### src/rtl/lsps_pkg.sv
// ----------------------------------------------------------------------------
// lsps_pkg: shared types, widths and helpers for the line sensor PID steering
// Fixed-point widths, register indexes, direction codes, sequencer states,
// the multiplier operand bundle and small arithmetic helpers.
// ----------------------------------------------------------------------------
package lsps_pkg;

	localparam int SENSOR_COUNT = 7;

	// error: sum of sensor weights, wide enough for up to 15 sensors
	localparam int ERR_W      = 8;
	localparam int LAST_ERR_W = 4;
	localparam int ACC_W      = 16;
	localparam int SUM_W      = 22;
	localparam int VOLT_W     = 16;

	localparam int MUL_A_W = 24;
	localparam int MUL_B_W = 15;
	localparam int PROD_W  = MUL_A_W + MUL_B_W;
	localparam int RND_W   = PROD_W - 8;

	localparam int DUTY_W = 8;
	localparam int DIR_W  = 2;

	localparam int PROP_W   = 12;
	localparam int INTEG_W  = 8;
	localparam int DERIV_W  = 12;
	localparam int NORM_W   = 12;
	localparam int SUPPLY_W = 6;
	localparam int DGAIN_W  = 14;

	localparam int CFG_IDX_W  = 3;
	localparam int CFG_DATA_W = 14;

	localparam logic [CFG_IDX_W-1:0] REG_PROP_GAIN    = 3'd0;
	localparam logic [CFG_IDX_W-1:0] REG_INTEG_GAIN   = 3'd1;
	localparam logic [CFG_IDX_W-1:0] REG_DERIV_GAIN   = 3'd2;
	localparam logic [CFG_IDX_W-1:0] REG_NORM_GAIN    = 3'd3;
	localparam logic [CFG_IDX_W-1:0] REG_SUPPLY_VOLTS = 3'd4;
	localparam logic [CFG_IDX_W-1:0] REG_DUTY_GAIN    = 3'd5;

	localparam logic [PROP_W-1:0]   PROP_GAIN_RST    = 12'd384;
	localparam logic [INTEG_W-1:0]  INTEG_GAIN_RST   = 8'd192;
	localparam logic [DERIV_W-1:0]  DERIV_GAIN_RST   = 12'd154;
	localparam logic [NORM_W-1:0]   NORM_GAIN_RST    = 12'd1104;
	localparam logic [SUPPLY_W-1:0] SUPPLY_VOLTS_RST = 6'd11;
	localparam logic [DGAIN_W-1:0]  DUTY_GAIN_RST    = 14'd4239;

	localparam logic [SENSOR_COUNT-1:0] PATTERN_RST = SENSOR_COUNT'(8);

	localparam logic [DIR_W-1:0] DIR_STOP = 2'd0;
	localparam logic [DIR_W-1:0] DIR_FWD  = 2'd1;
	localparam logic [DIR_W-1:0] DIR_BACK = 2'd2;

	localparam logic [DUTY_W-1:0] DUTY_MAX = '1;

	typedef enum logic [10:0] {
		ST_IDLE = 11'b000_0000_0001,
		ST_ERR  = 11'b000_0000_0010,
		ST_MI   = 11'b000_0000_0100,
		ST_MP   = 11'b000_0000_1000,
		ST_MD   = 11'b000_0001_0000,
		ST_MS   = 11'b000_0010_0000,
		ST_MN   = 11'b000_0100_0000,
		ST_VOLT = 11'b000_1000_0000,
		ST_ML   = 11'b001_0000_0000,
		ST_MR   = 11'b010_0000_0000,
		ST_DONE = 11'b100_0000_0000
	} state_t;

	typedef struct packed {
		logic signed [MUL_A_W-1:0] a;
		logic signed [MUL_B_W-1:0] b;
	} mul_op_t;

	// weighted line position; sensors seeing the line (bit low) contribute
	function automatic logic signed [ERR_W-1:0] error_of(input logic [SENSOR_COUNT-1:0] pat);
		logic signed [ERR_W-1:0] acc;
		acc = '0;
		for (int i = 0; i < SENSOR_COUNT; i++) begin
			if (!pat[i]) begin
				acc = acc + ERR_W'(i - SENSOR_COUNT / 2);
			end
		end
		return acc;
	endfunction

	// drop 8 fraction bits, round to nearest with ties away from zero
	function automatic logic signed [RND_W-1:0] round_q8(input logic signed [PROD_W-1:0] v);
		logic signed [PROD_W-1:0] t;
		t = v + PROD_W'(127) + PROD_W'(!v[PROD_W-1]);
		return t[PROD_W-1:8];
	endfunction

endpackage

### src/rtl/lsps_mul.sv
// ----------------------------------------------------------------------------
// lsps_mul: shared signed multiplier
// One registered signed product per cycle; the sequencer picks the operands.
// ----------------------------------------------------------------------------
module lsps_mul (
	input  logic                                 clk,
	input  lsps_pkg::mul_op_t                    op,
	output logic signed [lsps_pkg::PROD_W-1:0]  prod_q
);

	always_ff @(posedge clk) begin
		prod_q <= lsps_pkg::PROD_W'(op.a) * lsps_pkg::PROD_W'(op.b);
	end

endmodule

### src/rtl/line_sensor_pid_steering.sv
// ----------------------------------------------------------------------------
// line_sensor_pid_steering: PID line follower with PWM drive outputs
// Each input transfer runs ERR, MI, MP, MD, MS, MN, VOLT, ML, MR and DONE
// before out_valid, and no input is taken outside IDLE. The single shared
// multiplier is used six times per item under the sequencer. A stalled
// result holds the sequencer in its last state and delays the next input
// transfer. A new item is taken while the previous result still waits on the
// output. Reset (arst_n low) restores register defaults, stored pattern 8,
// integral and last error zero, and clears the output valid.
// ----------------------------------------------------------------------------
module line_sensor_pid_steering (
	input  logic                                   clk,
	input  logic                                   arst_n,
	input  logic                                   cfg_valid,
	output logic                                   cfg_ready,
	input  logic [lsps_pkg::CFG_IDX_W-1:0]         cfg_index,
	input  logic [lsps_pkg::CFG_DATA_W-1:0]        cfg_data,
	input  logic                                   in_valid,
	output logic                                   in_stall,
	input  logic [lsps_pkg::SENSOR_COUNT-1:0]      sensor_bits,
	output logic                                   out_valid,
	input  logic                                   out_stall,
	output logic [lsps_pkg::DUTY_W-1:0]            left_duty,
	output logic [lsps_pkg::DUTY_W-1:0]            right_duty,
	output logic [lsps_pkg::DIR_W-1:0]             left_direction,
	output logic [lsps_pkg::DIR_W-1:0]             right_direction,
	output logic                                   pattern_held
);

	localparam int N  = lsps_pkg::SENSOR_COUNT;
	localparam int AW = lsps_pkg::MUL_A_W;
	localparam int BW = lsps_pkg::MUL_B_W;
	localparam int PW = lsps_pkg::PROD_W;
	localparam int RW = lsps_pkg::RND_W;
	localparam int VW = lsps_pkg::VOLT_W;
	localparam int DW = lsps_pkg::DUTY_W;
	localparam int LW = lsps_pkg::LAST_ERR_W;
	localparam int ACC_MAX = 2 ** (lsps_pkg::ACC_W - 1) - 1;
	localparam int LE_MAX  = 2 ** (LW - 1) - 1;

	// configuration registers
	logic [lsps_pkg::PROP_W-1:0]   prop_gain_q;
	logic [lsps_pkg::INTEG_W-1:0]  integ_gain_q;
	logic [lsps_pkg::DERIV_W-1:0]  deriv_gain_q;
	logic [lsps_pkg::NORM_W-1:0]   norm_gain_q;
	logic [lsps_pkg::SUPPLY_W-1:0] supply_volts_q;
	logic [lsps_pkg::DGAIN_W-1:0]  duty_gain_q;

	lsps_pkg::state_t state_q;

	logic [N-1:0]                        last_good_q;
	logic [N-1:0]                        pat_q;
	logic                                held_q;
	logic signed [lsps_pkg::ERR_W-1:0]   e_q;
	logic signed [lsps_pkg::ACC_W-1:0]   acc_q;
	logic signed [LW-1:0]                last_err_q;
	logic signed [lsps_pkg::SUM_W-1:0]   sum_q;
	logic signed [VW-1:0]                volt_l_q;
	logic signed [VW-1:0]                volt_r_q;
	logic [DW-1:0]                       duty_l_q;

	logic                                out_valid_q;
	logic [DW-1:0]                       left_duty_q;
	logic [DW-1:0]                       right_duty_q;
	logic [lsps_pkg::DIR_W-1:0]          left_dir_q;
	logic [lsps_pkg::DIR_W-1:0]          right_dir_q;
	logic                                held_out_q;

	lsps_pkg::mul_op_t                   mul_op;
	logic signed [PW-1:0]                prod_q;

	logic                                in_xfer;
	logic                                out_xfer;
	logic                                raw_held;
	logic signed [AW-1:0]                e_ext;
	logic signed [AW-1:0]                acc_ext;
	logic signed [AW-1:0]                le_ext;
	logic signed [RW-1:0]                rnd;
	logic                                int_clear;
	logic signed [RW-1:0]                vq;
	logic signed [RW-1:0]                cand_l;
	logic signed [RW-1:0]                cand_r;
	logic signed [RW-1:0]                clamp_l;
	logic signed [RW-1:0]                clamp_r;
	logic signed [VW-1:0]                abs_l;
	logic signed [VW-1:0]                abs_r;
	logic [DW-1:0]                       duty_sat;
	logic signed [LW-1:0]                le_sat;

	assign cfg_ready = 1'b1;
	assign in_stall  = (state_q != lsps_pkg::ST_IDLE);
	assign in_xfer   = in_valid && !in_stall;
	assign out_xfer  = out_valid_q && !out_stall;
	assign raw_held  = (sensor_bits == '0) || (sensor_bits == '1);

	assign e_ext   = AW'(e_q);
	assign acc_ext = AW'(acc_q);
	assign le_ext  = AW'(last_err_q);
	assign rnd     = lsps_pkg::round_q8(prod_q);

	// clear on zero error or when integral and last error disagree in sign
	assign int_clear = (e_q == '0) ||
		({acc_q[lsps_pkg::ACC_W-1], |acc_q} != {last_err_q[LW-1], |last_err_q});

	assign le_sat = (e_q > lsps_pkg::ERR_W'(LE_MAX)) ? LW'(LE_MAX) :
		(e_q < -lsps_pkg::ERR_W'(LE_MAX + 1)) ? LW'(-(LE_MAX + 1)) : e_q[LW-1:0];

	// steering voltages from the registered pid product, or a hard turn when an outer sensor pair sees the line
	always_comb begin
		vq     = RW'({supply_volts_q, 8'b0});
		cand_l = vq;
		cand_r = vq;
		if (rnd > 0) begin
			cand_r = vq - rnd;
		end else if (rnd < 0) begin
			cand_l = vq + rnd;
		end
		if (pat_q[1:0] == 2'b00) begin
			cand_l = -vq;
			cand_r = vq;
		end else if (pat_q[N-1:N-2] == 2'b00) begin
			cand_l = vq;
			cand_r = -vq;
		end
		clamp_l = (cand_l < -vq) ? -vq : ((cand_l > vq) ? vq : cand_l);
		clamp_r = (cand_r < -vq) ? -vq : ((cand_r > vq) ? vq : cand_r);
	end

	assign abs_l    = volt_l_q[VW-1] ? -volt_l_q : volt_l_q;
	assign abs_r    = volt_r_q[VW-1] ? -volt_r_q : volt_r_q;
	assign duty_sat = (|prod_q[PW-1:16+DW]) ? lsps_pkg::DUTY_MAX : prod_q[16+DW-1:16];

	// operand select for the shared multiplier
	always_comb begin
		mul_op = '0;
		case (state_q)
			lsps_pkg::ST_MI: begin
				mul_op.a = acc_ext + (e_ext <<< 8);
				mul_op.b = BW'(integ_gain_q);
			end
			lsps_pkg::ST_MP: begin
				mul_op.a = e_ext;
				mul_op.b = BW'(prop_gain_q);
			end
			lsps_pkg::ST_MD: begin
				mul_op.a = e_ext - le_ext;
				mul_op.b = BW'(deriv_gain_q);
			end
			lsps_pkg::ST_MN: begin
				mul_op.a = AW'(sum_q);
				mul_op.b = BW'(norm_gain_q);
			end
			lsps_pkg::ST_ML: begin
				mul_op.a = AW'(abs_l);
				mul_op.b = BW'(duty_gain_q);
			end
			// keep the right duty product while the result waits
			lsps_pkg::ST_MR, lsps_pkg::ST_DONE: begin
				mul_op.a = AW'(abs_r);
				mul_op.b = BW'(duty_gain_q);
			end
			default: begin
				mul_op = '0;
			end
		endcase
	end

	lsps_mul u_mul (
		.clk    (clk),
		.op     (mul_op),
		.prod_q (prod_q)
	);

	always_ff @(posedge clk or negedge arst_n) begin
		if (!arst_n) begin
			prop_gain_q    <= lsps_pkg::PROP_GAIN_RST;
			integ_gain_q   <= lsps_pkg::INTEG_GAIN_RST;
			deriv_gain_q   <= lsps_pkg::DERIV_GAIN_RST;
			norm_gain_q    <= lsps_pkg::NORM_GAIN_RST;
			supply_volts_q <= lsps_pkg::SUPPLY_VOLTS_RST;
			duty_gain_q    <= lsps_pkg::DUTY_GAIN_RST;
		end else if (cfg_valid && cfg_ready) begin
			case (cfg_index)
				lsps_pkg::REG_PROP_GAIN:    prop_gain_q    <= cfg_data[lsps_pkg::PROP_W-1:0];
				lsps_pkg::REG_INTEG_GAIN:   integ_gain_q   <= cfg_data[lsps_pkg::INTEG_W-1:0];
				lsps_pkg::REG_DERIV_GAIN:   deriv_gain_q   <= cfg_data[lsps_pkg::DERIV_W-1:0];
				lsps_pkg::REG_NORM_GAIN:    norm_gain_q    <= cfg_data[lsps_pkg::NORM_W-1:0];
				lsps_pkg::REG_SUPPLY_VOLTS: supply_volts_q <= cfg_data[lsps_pkg::SUPPLY_W-1:0];
				lsps_pkg::REG_DUTY_GAIN:    duty_gain_q    <= cfg_data[lsps_pkg::DGAIN_W-1:0];
				default: begin
				end
			endcase
		end
	end

	// sequencer and loop state
	always_ff @(posedge clk or negedge arst_n) begin
		if (!arst_n) begin
			state_q     <= lsps_pkg::ST_IDLE;
			last_good_q <= lsps_pkg::PATTERN_RST;
			acc_q       <= '0;
			last_err_q  <= '0;
		end else begin
			case (state_q)
				lsps_pkg::ST_IDLE: begin
					if (in_xfer) begin
						if (!raw_held) begin
							last_good_q <= sensor_bits;
						end
						state_q <= lsps_pkg::ST_ERR;
					end
				end
				lsps_pkg::ST_ERR:  state_q <= lsps_pkg::ST_MI;
				lsps_pkg::ST_MI:   state_q <= lsps_pkg::ST_MP;
				lsps_pkg::ST_MP: begin
					if (int_clear) begin
						acc_q <= '0;
					end else if (rnd > RW'(ACC_MAX)) begin
						acc_q <= lsps_pkg::ACC_W'(ACC_MAX);
					end else if (rnd < -RW'(ACC_MAX + 1)) begin
						acc_q <= lsps_pkg::ACC_W'(-(ACC_MAX + 1));
					end else begin
						acc_q <= rnd[lsps_pkg::ACC_W-1:0];
					end
					state_q <= lsps_pkg::ST_MD;
				end
				lsps_pkg::ST_MD:   state_q <= lsps_pkg::ST_MS;
				lsps_pkg::ST_MS: begin
					last_err_q <= le_sat;
					state_q    <= lsps_pkg::ST_MN;
				end
				lsps_pkg::ST_MN:   state_q <= lsps_pkg::ST_VOLT;
				lsps_pkg::ST_VOLT: state_q <= lsps_pkg::ST_ML;
				lsps_pkg::ST_ML:   state_q <= lsps_pkg::ST_MR;
				lsps_pkg::ST_MR:   state_q <= lsps_pkg::ST_DONE;
				lsps_pkg::ST_DONE: begin
					// hold until the output register is free
					if (!out_valid_q || !out_stall) begin
						state_q <= lsps_pkg::ST_IDLE;
					end
				end
				default: state_q <= lsps_pkg::ST_IDLE;
			endcase
		end
	end

	// datapath registers
	always_ff @(posedge clk) begin
		if (in_xfer) begin
			pat_q  <= raw_held ? last_good_q : sensor_bits;
			held_q <= raw_held;
		end
		if (state_q == lsps_pkg::ST_ERR) begin
			e_q <= lsps_pkg::error_of(pat_q);
		end
		if (state_q == lsps_pkg::ST_MD) begin
			sum_q <= prod_q[lsps_pkg::SUM_W-1:0];
		end
		if (state_q == lsps_pkg::ST_MS) begin
			sum_q <= sum_q + prod_q[lsps_pkg::SUM_W-1:0] + lsps_pkg::SUM_W'(acc_q);
		end
		if (state_q == lsps_pkg::ST_VOLT) begin
			volt_l_q <= clamp_l[VW-1:0];
			volt_r_q <= clamp_r[VW-1:0];
		end
		if (state_q == lsps_pkg::ST_MR) begin
			duty_l_q <= duty_sat;
		end
	end

	// output register
	always_ff @(posedge clk or negedge arst_n) begin
		if (!arst_n) begin
			out_valid_q <= 1'b0;
		end else if (state_q == lsps_pkg::ST_DONE && (!out_valid_q || !out_stall)) begin
			out_valid_q <= 1'b1;
		end else if (out_xfer) begin
			out_valid_q <= 1'b0;
		end
	end

	always_ff @(posedge clk) begin
		if (state_q == lsps_pkg::ST_DONE && (!out_valid_q || !out_stall)) begin
			left_duty_q  <= duty_l_q;
			right_duty_q <= duty_sat;
			left_dir_q   <= (volt_l_q > 0) ? lsps_pkg::DIR_FWD :
				((volt_l_q < 0) ? lsps_pkg::DIR_BACK : lsps_pkg::DIR_STOP);
			right_dir_q  <= (volt_r_q > 0) ? lsps_pkg::DIR_FWD :
				((volt_r_q < 0) ? lsps_pkg::DIR_BACK : lsps_pkg::DIR_STOP);
			held_out_q   <= held_q;
		end
	end

	assign out_valid       = out_valid_q;
	assign left_duty       = left_duty_q;
	assign right_duty      = right_duty_q;
	assign left_direction  = left_dir_q;
	assign right_direction = right_dir_q;
	assign pattern_held    = held_out_q;

endmodule

### config.mk
export PLATFORM = sky130hd
export DESIGN_NAME = line_sensor_pid_steering
export DESIGN_NICKNAME = d
export VERILOG_FILES = /design/src/rtl/lsps_pkg.sv /design/src/rtl/lsps_mul.sv /design/src/rtl/line_sensor_pid_steering.sv
export SDC_FILE = /design/constraint.sdc
export NUM_CORES = 1
export LEC_CHECK = 0
export ABC_AREA = 1
export BUFFER_PORTS_ARGS = -buffer_cell sky130_fd_sc_hd__buf_2
export CAP_MARGIN = 10
export CORE_AREA = 2 2 275 277
export DETAILED_ROUTE_END_ITERATION = 8
export DIE_AREA = 0 0 277 279
export PLACE_DENSITY = 0.61
export REMOVE_ABC_BUFFERS = 1
export SETUP_SLACK_MARGIN = 0.3
export SYNTH_ARGS = -nofsm -noshare
export SYNTH_HDL_FRONTEND = slang
export SYNTH_SLANG_ARGS = --single-unit
export TNS_END_PERCENT = 100
### constraint.sdc
create_clock -name clk -period 11.1 [get_ports clk]
set_input_delay 2.22 -clock clk [delete_from_list [all_inputs] [get_ports clk]]
set_output_delay 2.22 -clock clk [all_outputs]
set_load 0.01 [all_outputs]
Yosys cells after proc, flatten, opt, wreduce, memory -nomap -nowiden
Cells that the tools add are included.
{"block": "classes", "addsub": 16, "mul": 1, "order_cmp": 14, "n_eq_ne": 21, "n_mux": 41, "n_reduce_logical": 29}
{"operator": "39-bit case mux with 6 select lines", "count": 1}
{"operator": "31-bit 2-to-1 mux", "count": 7}
{"operator": "16-bit 2-to-1 mux", "count": 9}
{"operator": "11-bit case mux with 11 select lines", "count": 1}
{"operator": "8-bit 2-to-1 mux", "count": 12}
{"operator": "31-bit by 15-bit > comparator with 1-bit output", "count": 2}
{"operator": "31-bit < comparator", "count": 2}
{"operator": "22-bit adder", "count": 2}
{"operator": "22-bit 2-to-1 mux", "count": 2}
{"operator": "39-bit by 1-bit adder with 39-bit output", "count": 1}
{"operator": "39-bit by 7-bit adder with 39-bit output, second input constant", "count": 1}
{"operator": "24-bit by 15-bit multiplier with 39-bit output", "count": 1}
{"operator": "16-bit by 1-bit > comparator with 1-bit output, second input constant", "count": 2}
{"operator": "16-bit by 1-bit < comparator with 1-bit output, second input constant", "count": 2}
{"operator": "16-bit negator", "count": 2}
{"operator": "15-bit by 31-bit adder with 31-bit output", "count": 1}
{"operator": "31-bit by 1-bit > comparator with 1-bit output, second input constant", "count": 1}
{"operator": "31-bit by 16-bit > comparator with 1-bit output, second input constant", "count": 1}
{"operator": "31-bit by 1-bit < comparator with 1-bit output, second input constant", "count": 1}
{"operator": "31-bit by 16-bit < comparator with 1-bit output, second input constant", "count": 1}
{"operator": "14-bit negator with 31-bit output", "count": 1}
{"operator": "15-bit by 31-bit subtractor with 31-bit output", "count": 1}
{"operator": "11-bit 2-to-1 mux", "count": 2}
{"operator": "16-bit by 16-bit adder with 17-bit output", "count": 1}
{"operator": "42 further kinds", "count": 65}
{"block": "word_totals", "reg_bits": 241, "output_inout_bits": 24, "wordCells": 146}

Longest topological paths before layout
{"block": "logic_depth", "ltp_word": 16, "mapped_depth": 45, "depth_no_buf": 45}

Hierarchy
A second synthesis with hierarchy kept.
{"block": "hier_totals", "cells_unflattened": 4180, "hier_area_um2": 31516.5}
{"mod": "line_sensor_pid_steering", "instances": 1, "cells_each": 2317, "area_each_um2": 17128.9}
{"mod": "lsps_mul", "instances": 1, "cells_each": 1863, "area_each_um2": 14387.5}

Worst setup path after synthesis
OpenSTA, ideal clock, no wires.
{"block": "synth_path", "path_kind": "register to register", "from": "register state_q[4]", "to": "register u_mul.prod_q[35] (netlist bit)", "setup_ns": 0.072, "t_arrival_ns": 8.389, "path_slack_ns": 2.639, "stages_incl_launch_ff": 39, "path_buffers": 3, "cell_sequence": "dfrtp_1 -> nor2_1 -> inv_1 -> nor2_1 -> inv_1 -> nor2_1 -> inv_1 -> nor4_1 -> nor2_1 -> clkbuf_1 -> nand2_1 -> buf_2 -> a21oi_1 -> clkinv_1 -> clkbuf_1 -> nand2_1 -> fa_1 -> fa_1 -> (+3 left out) -> fa_1 -> inv_1 -> fa_1 -> inv_1 -> ha_1 -> nand2_1 -> nor2_1 -> inv_1 -> nor4_1 -> a21oi_1 -> o21ai_0 -> a21oi_1 -> o21ai_0 -> nand2_1 -> nand2_1 -> nand2_1 -> nand2_1 -> xor2_1"}
{"block": "synth_between", "elab_chain_cells": 4}
{"element": "start, declared", "line_no": "line_sensor_pid_steering.sv:49", "source": "lsps_pkg::state_t state_q;"}
{"element": "start signal, assigned", "line_no": "line_sensor_pid_steering.sv:199", "source": "state_q <= lsps_pkg::ST_IDLE;"}
{"element": "start signal, assigned", "line_no": "line_sensor_pid_steering.sv:210", "source": "state_q <= lsps_pkg::ST_ERR;"}
{"element": "start signal, assigned", "line_no": "line_sensor_pid_steering.sv:213", "source": "lsps_pkg::ST_ERR: state_q <= lsps_pkg::ST_MI;"}
{"element": "11-bit by 10-bit equality test with 1-bit output or 11-bit equality test (tied branches)", "line_no": "line_sensor_pid_steering.sv:136", "source": "case (state_q)"}
{"element": "2-bit OR reduction", "line_no": "line_sensor_pid_steering.sv:136"}
{"element": "39-bit case mux with 6 select lines *", "line_no": "line_sensor_pid_steering.sv:136"}
{"element": "24-bit by 15-bit multiplier with 39-bit output *", "line_no": "lsps_mul.sv:12", "source": "prod_q <= lsps_pkg::PROD_W'(op.a) * lsps_pkg::PROD_W'(op.b);"}
{"element": "end signal, assigned", "line_no": "lsps_mul.sv:12"}
{"element": "end, declared", "line_no": "lsps_mul.sv:8", "source": "output logic signed [lsps_pkg::PROD_W-1:0] prod_q"}
Every way passes the cells marked *; elsewhere a longest branch is shown, timed or not.
A chain may end at the register's enable or synchronous reset.

Final worst setup path
{"block": "layout_path", "from": "register state_q[6]", "to": "register u_mul.prod_q[35] (netlist bit)"}
Same word-level chain as after synthesis.

==> qor.txt <==
Outcome: completed
Period utilisation layout: 91.8%
Post-synthesis adder-cell area fraction: 31.4%
Ranking of synthesized cells by area: fa_1 22%, nand2_1 11%, edfxtp_1 10%
Syn-to-layout area delta: 7.88%
Avg Cell Area, Syn: 7.76 um2
Worst path bufs/invs: 9
Synth top area share: 22.4%
Post-Synth Simple-Gate Area: 22.6%
Row Count: 100
#FFs+latches synth: 239
Vias in the first global route: 23.6k
Clock Latency Late Sink: 0.58 ns
Layout fillers: 7,732
Multiplexer area fraction after synthesis: 0.231%
Max-cap violations: 0
Clock skew: 0.0280 ns
Slew at the pin with the worst max-slew slack: 1.12 ns
Critical path's largest stage delay: 0.77 ns
Total CTS buffers: 27
CTS Hold Bufs: 0
Clock root buffer: clkbuf_16
Ys async rst share: 42.7%
Crit end category: flop
Setup CP Type: reg2reg
CP max stage cell: nor4_1
Final Max Slew Viols: 0
Library cells used by synthesis: 69
GRT overflow: 0
Core area: 74,100 um2
Hold/Removal Path Class: reg2reg
Worst vdd ir: 0.0000985 V
Sink Count: 239
Total GRT Usage: 21.8%
Post-Route Setup TNS: 0 ns
Initial core utilization: 38.8%
Largest family of logic cells by synthesized area: adder cells
Crit path max fanout: 13
Post-synthesis compound-gate area fraction: 10.1%
First-pass GRT wire length: 133 mm
Min Tclk post-route: 10.19 ns
Final setup vio count: 0
Top Ports: 53
DR vias: 24.2k
Leading area contributor after synthesis: fa_1
Dpl ws: 0.877 ns
Crit path max-delay family: adder cells
Post-detailed-route count of antenna-violating nets: 0
WL per Instance: 17.6 um
CTS Buffer Depth: 3
Crit path launch type: flop
Fin. Hold Viols: 0
Drt pass-1 iters: 6
Req. time, crit path: 11.58 ns
# H-tree levels: 1
EDFF count, synth: 98
HPWL after DPL: 68.4 mm
Yosys synthesis warning count: 0
Final worst slack: 0.911 ns
Placer Congestion: 0.958
Max Fclk: 98.1 MHz
DRC: 0
Post-synthesis xor/xnor area fraction: 3.08%
Routed WL: 83.4 mm
Die X-Extent: 277 um
Post-synth top flop: edfxtp_1
Initial antenna violation count: 1
Area occupied by multi-input gates: 19,400 um2
Reg clk slew, reported paths: 0.06 ns
Sequential area share after synthesis: 21.9%
Synth Cell Area: 28,800 um2
Die Area: 77,300 um2
Post-CTS Setup Inserts: 0
CTS tree: done
FF/Latch Area: 6300 um2
Unrepaired setup endpoints after global routing: no
Port Buffers: 51
Leakage: 15.7 nW
DR iter-0 viols: 1,986
DIE HEIGHT: 279 um
Worst slew margin: 25.4%
PwrDens: 105 nW/um2
Share of layout cells above drive strength 1: 6.65%
Vias per inst: 5.12
Largest net degree at the start of global routing: 54
Mapped Cells: 3,706
Data arrival time of the critical path: 10.67 ns
Final Total Pwr: 0.00327 W
Final net count: 4,299
[worst reg2reg max path: cells and delay by family (launching register included)]
family                     cells  cell delay (ns)
AOI/OAI and AO/OA              6             1.77
xor gates and xnor gates       1             0.15
adders and majority gates      7             3.38
buffers and inverters          9             1.74
DFF                            1             0.37
and+or+nand+nor               13             2.72
[Yosys cell counts (9+ instances only)]
cell and number:
a211oi_1 9, a21oi_1 151, a221oi_1 15, a22o_1 18, clkbuf_1 62, clkinv_1 13
dfrtp_1 81, dfstp_2 21, dfxtp_1 39, edfxtp_1 98, fa_1 322, ha_1 207
inv_1 701, inv_2 13, nand2_1 845, nand2_2 25, nand3_1 128, nand4_1 55
nor2_1 359, nor2_2 18, nor2_4 9, nor3_1 35, nor4_1 21, o211ai_1 9
o21a_1 10, o21ai_0 216, o21ai_1 9, o22ai_1 11, or2_2 9, xnor2_1 33
xor2_1 68
[what timing repair did]
item / 4_1_cts / 5_1_grt
setup endpoints to repair: 0 / 2
resized for setup: 0 / 1
endpoints found under the hold margin: 0 / 0
[layer usage]
metal | routed length (um) | share of wire, % | vias to the layer above | GRT usage, %
met3 | 5320 | 6.4 | 102 | 2.69
met1 | 38000 | 46 | 11616 | 31.2
li1 | - | - | 11780 | -
met5 | 0 | 0 | - | 0
met4 | 2270 | 2.7 | 0 | 5.62
met2 | 37900 | 45 | 721 | 35.0
[sequential cells by signal, summed over array words and instances, names as in the netlist, 4 cells and up]
register / flops
prop_gain_q: 12
norm_gain_q: 12
last_good_q: 6
pat_q: 6
sum_q: 22
u_mul.prod_q: 39
acc_q: 16
state_q: 11
left_duty: 8
duty_l_q: 8
volt_l_q: 16
volt_r_q: 16
duty_gain_q: 14
last_err_q: 4
supply_volts_q: 6
right_duty: 8
integ_gain_q: 8
deriv_gain_q: 12
e_q: 8
[final timing paths]
path                        startpoint          endpoint  slack (ns)  depth (start not counted)
hold reg to reg            duty_l_q[6]      left_duty[6]        0.42                          0
hold / removal             duty_l_q[6]      left_duty[6]        0.42                          0
max in group asynchronous       arst_n       state_q[10]        8.20                          2
setup reg to reg            state_q[6]  u_mul.prod_q[35]        0.91                         36
setup / recovery            state_q[6]  u_mul.prod_q[35]        0.91                         36
min in group asynchronous       arst_n   duty_gain_q[13]        1.70                          1
[stage by stage]
step	instances	area (um2)	utilization, %	hold slack, ns
CTS	4731	31000	41.9	0.415
floorplan	3632	28400	-	0.400
global route	4731	31000	41.9	0.429
global placement	4681	30100	40.7	0.404
finish	4732	31000	41.9	0.416
detailed placement	4681	30100	40.7	0.405
[layout by cell type, fill, tap and decap left out, types with 6 or more instances in the layout]
cell type and count:
o22ai_1 11, nor2_2 18, a21oi_1 150, xor2_1 68, a221oi_1 15, dfrtp_1 81
dfxtp_1 39, nand2_1 845, clkinvlp_4 6, or2_2 9, ha_1 207, nand4_1 55
nor2_1 359, nor3_1 35, o31ai_1 8, a211oi_1 9, nand3_2 6, buf_2 50
inv_1 701, nor2_4 9, buf_4 30, o21ai_1 10, inv_2 13, fa_1 322
o21ai_0 214, xnor2_1 33, clkinv_1 12, clkbuf_1 8, a22o_1 18, o21a_1 10
dfstp_2 21, nand2_2 25, o211ai_1 9, nor4_1 20, o21bai_1 6, edfxtp_1 98
nand3_1 128, clkbuf_16 27
[cells by family (layout without fill, tap and decap cells)]
logic type | count (synthesis) | after routing
XOR/XNOR | 101 | 101
AO/OA/AOI/OAI | 501 | 501
buffers and inverters | 801 | 857
other | 1 | 2
flip-flops | 239 | 239
AND/OR/NAND/NOR | 1528 | 1528
adder cells (fa/ha/maj) | 529 | 529
multiplexers | 6 | 6
[layout make-up]
| cell class | count | share of cell area, % |
|---|---|---|
| clock buffers | 35 | 2.27 |
| diodes | 1 | 0.00807 |
| well taps | 969 | 3.91 |
| clock inverters | 15 | 0.552 |
| multi-input cells | 2666 | 62.6 |
| repair buffers | 80 | 1.53 |
| inverters | 727 | 8.81 |
| flip-flops and latches | 239 | 20.3 |
[power by group]
part           leakage (nW)  internal, W  total (W)  switching (W)
clock network         0.409     0.000503   0.000881       0.000378
registers              2.50      0.00104    0.00113      0.0000866
logic                  12.8     0.000409    0.00126       0.000846
total                  15.7      0.00196    0.00327        0.00131
Note: power is estimated with default switching activity, not from simulation.
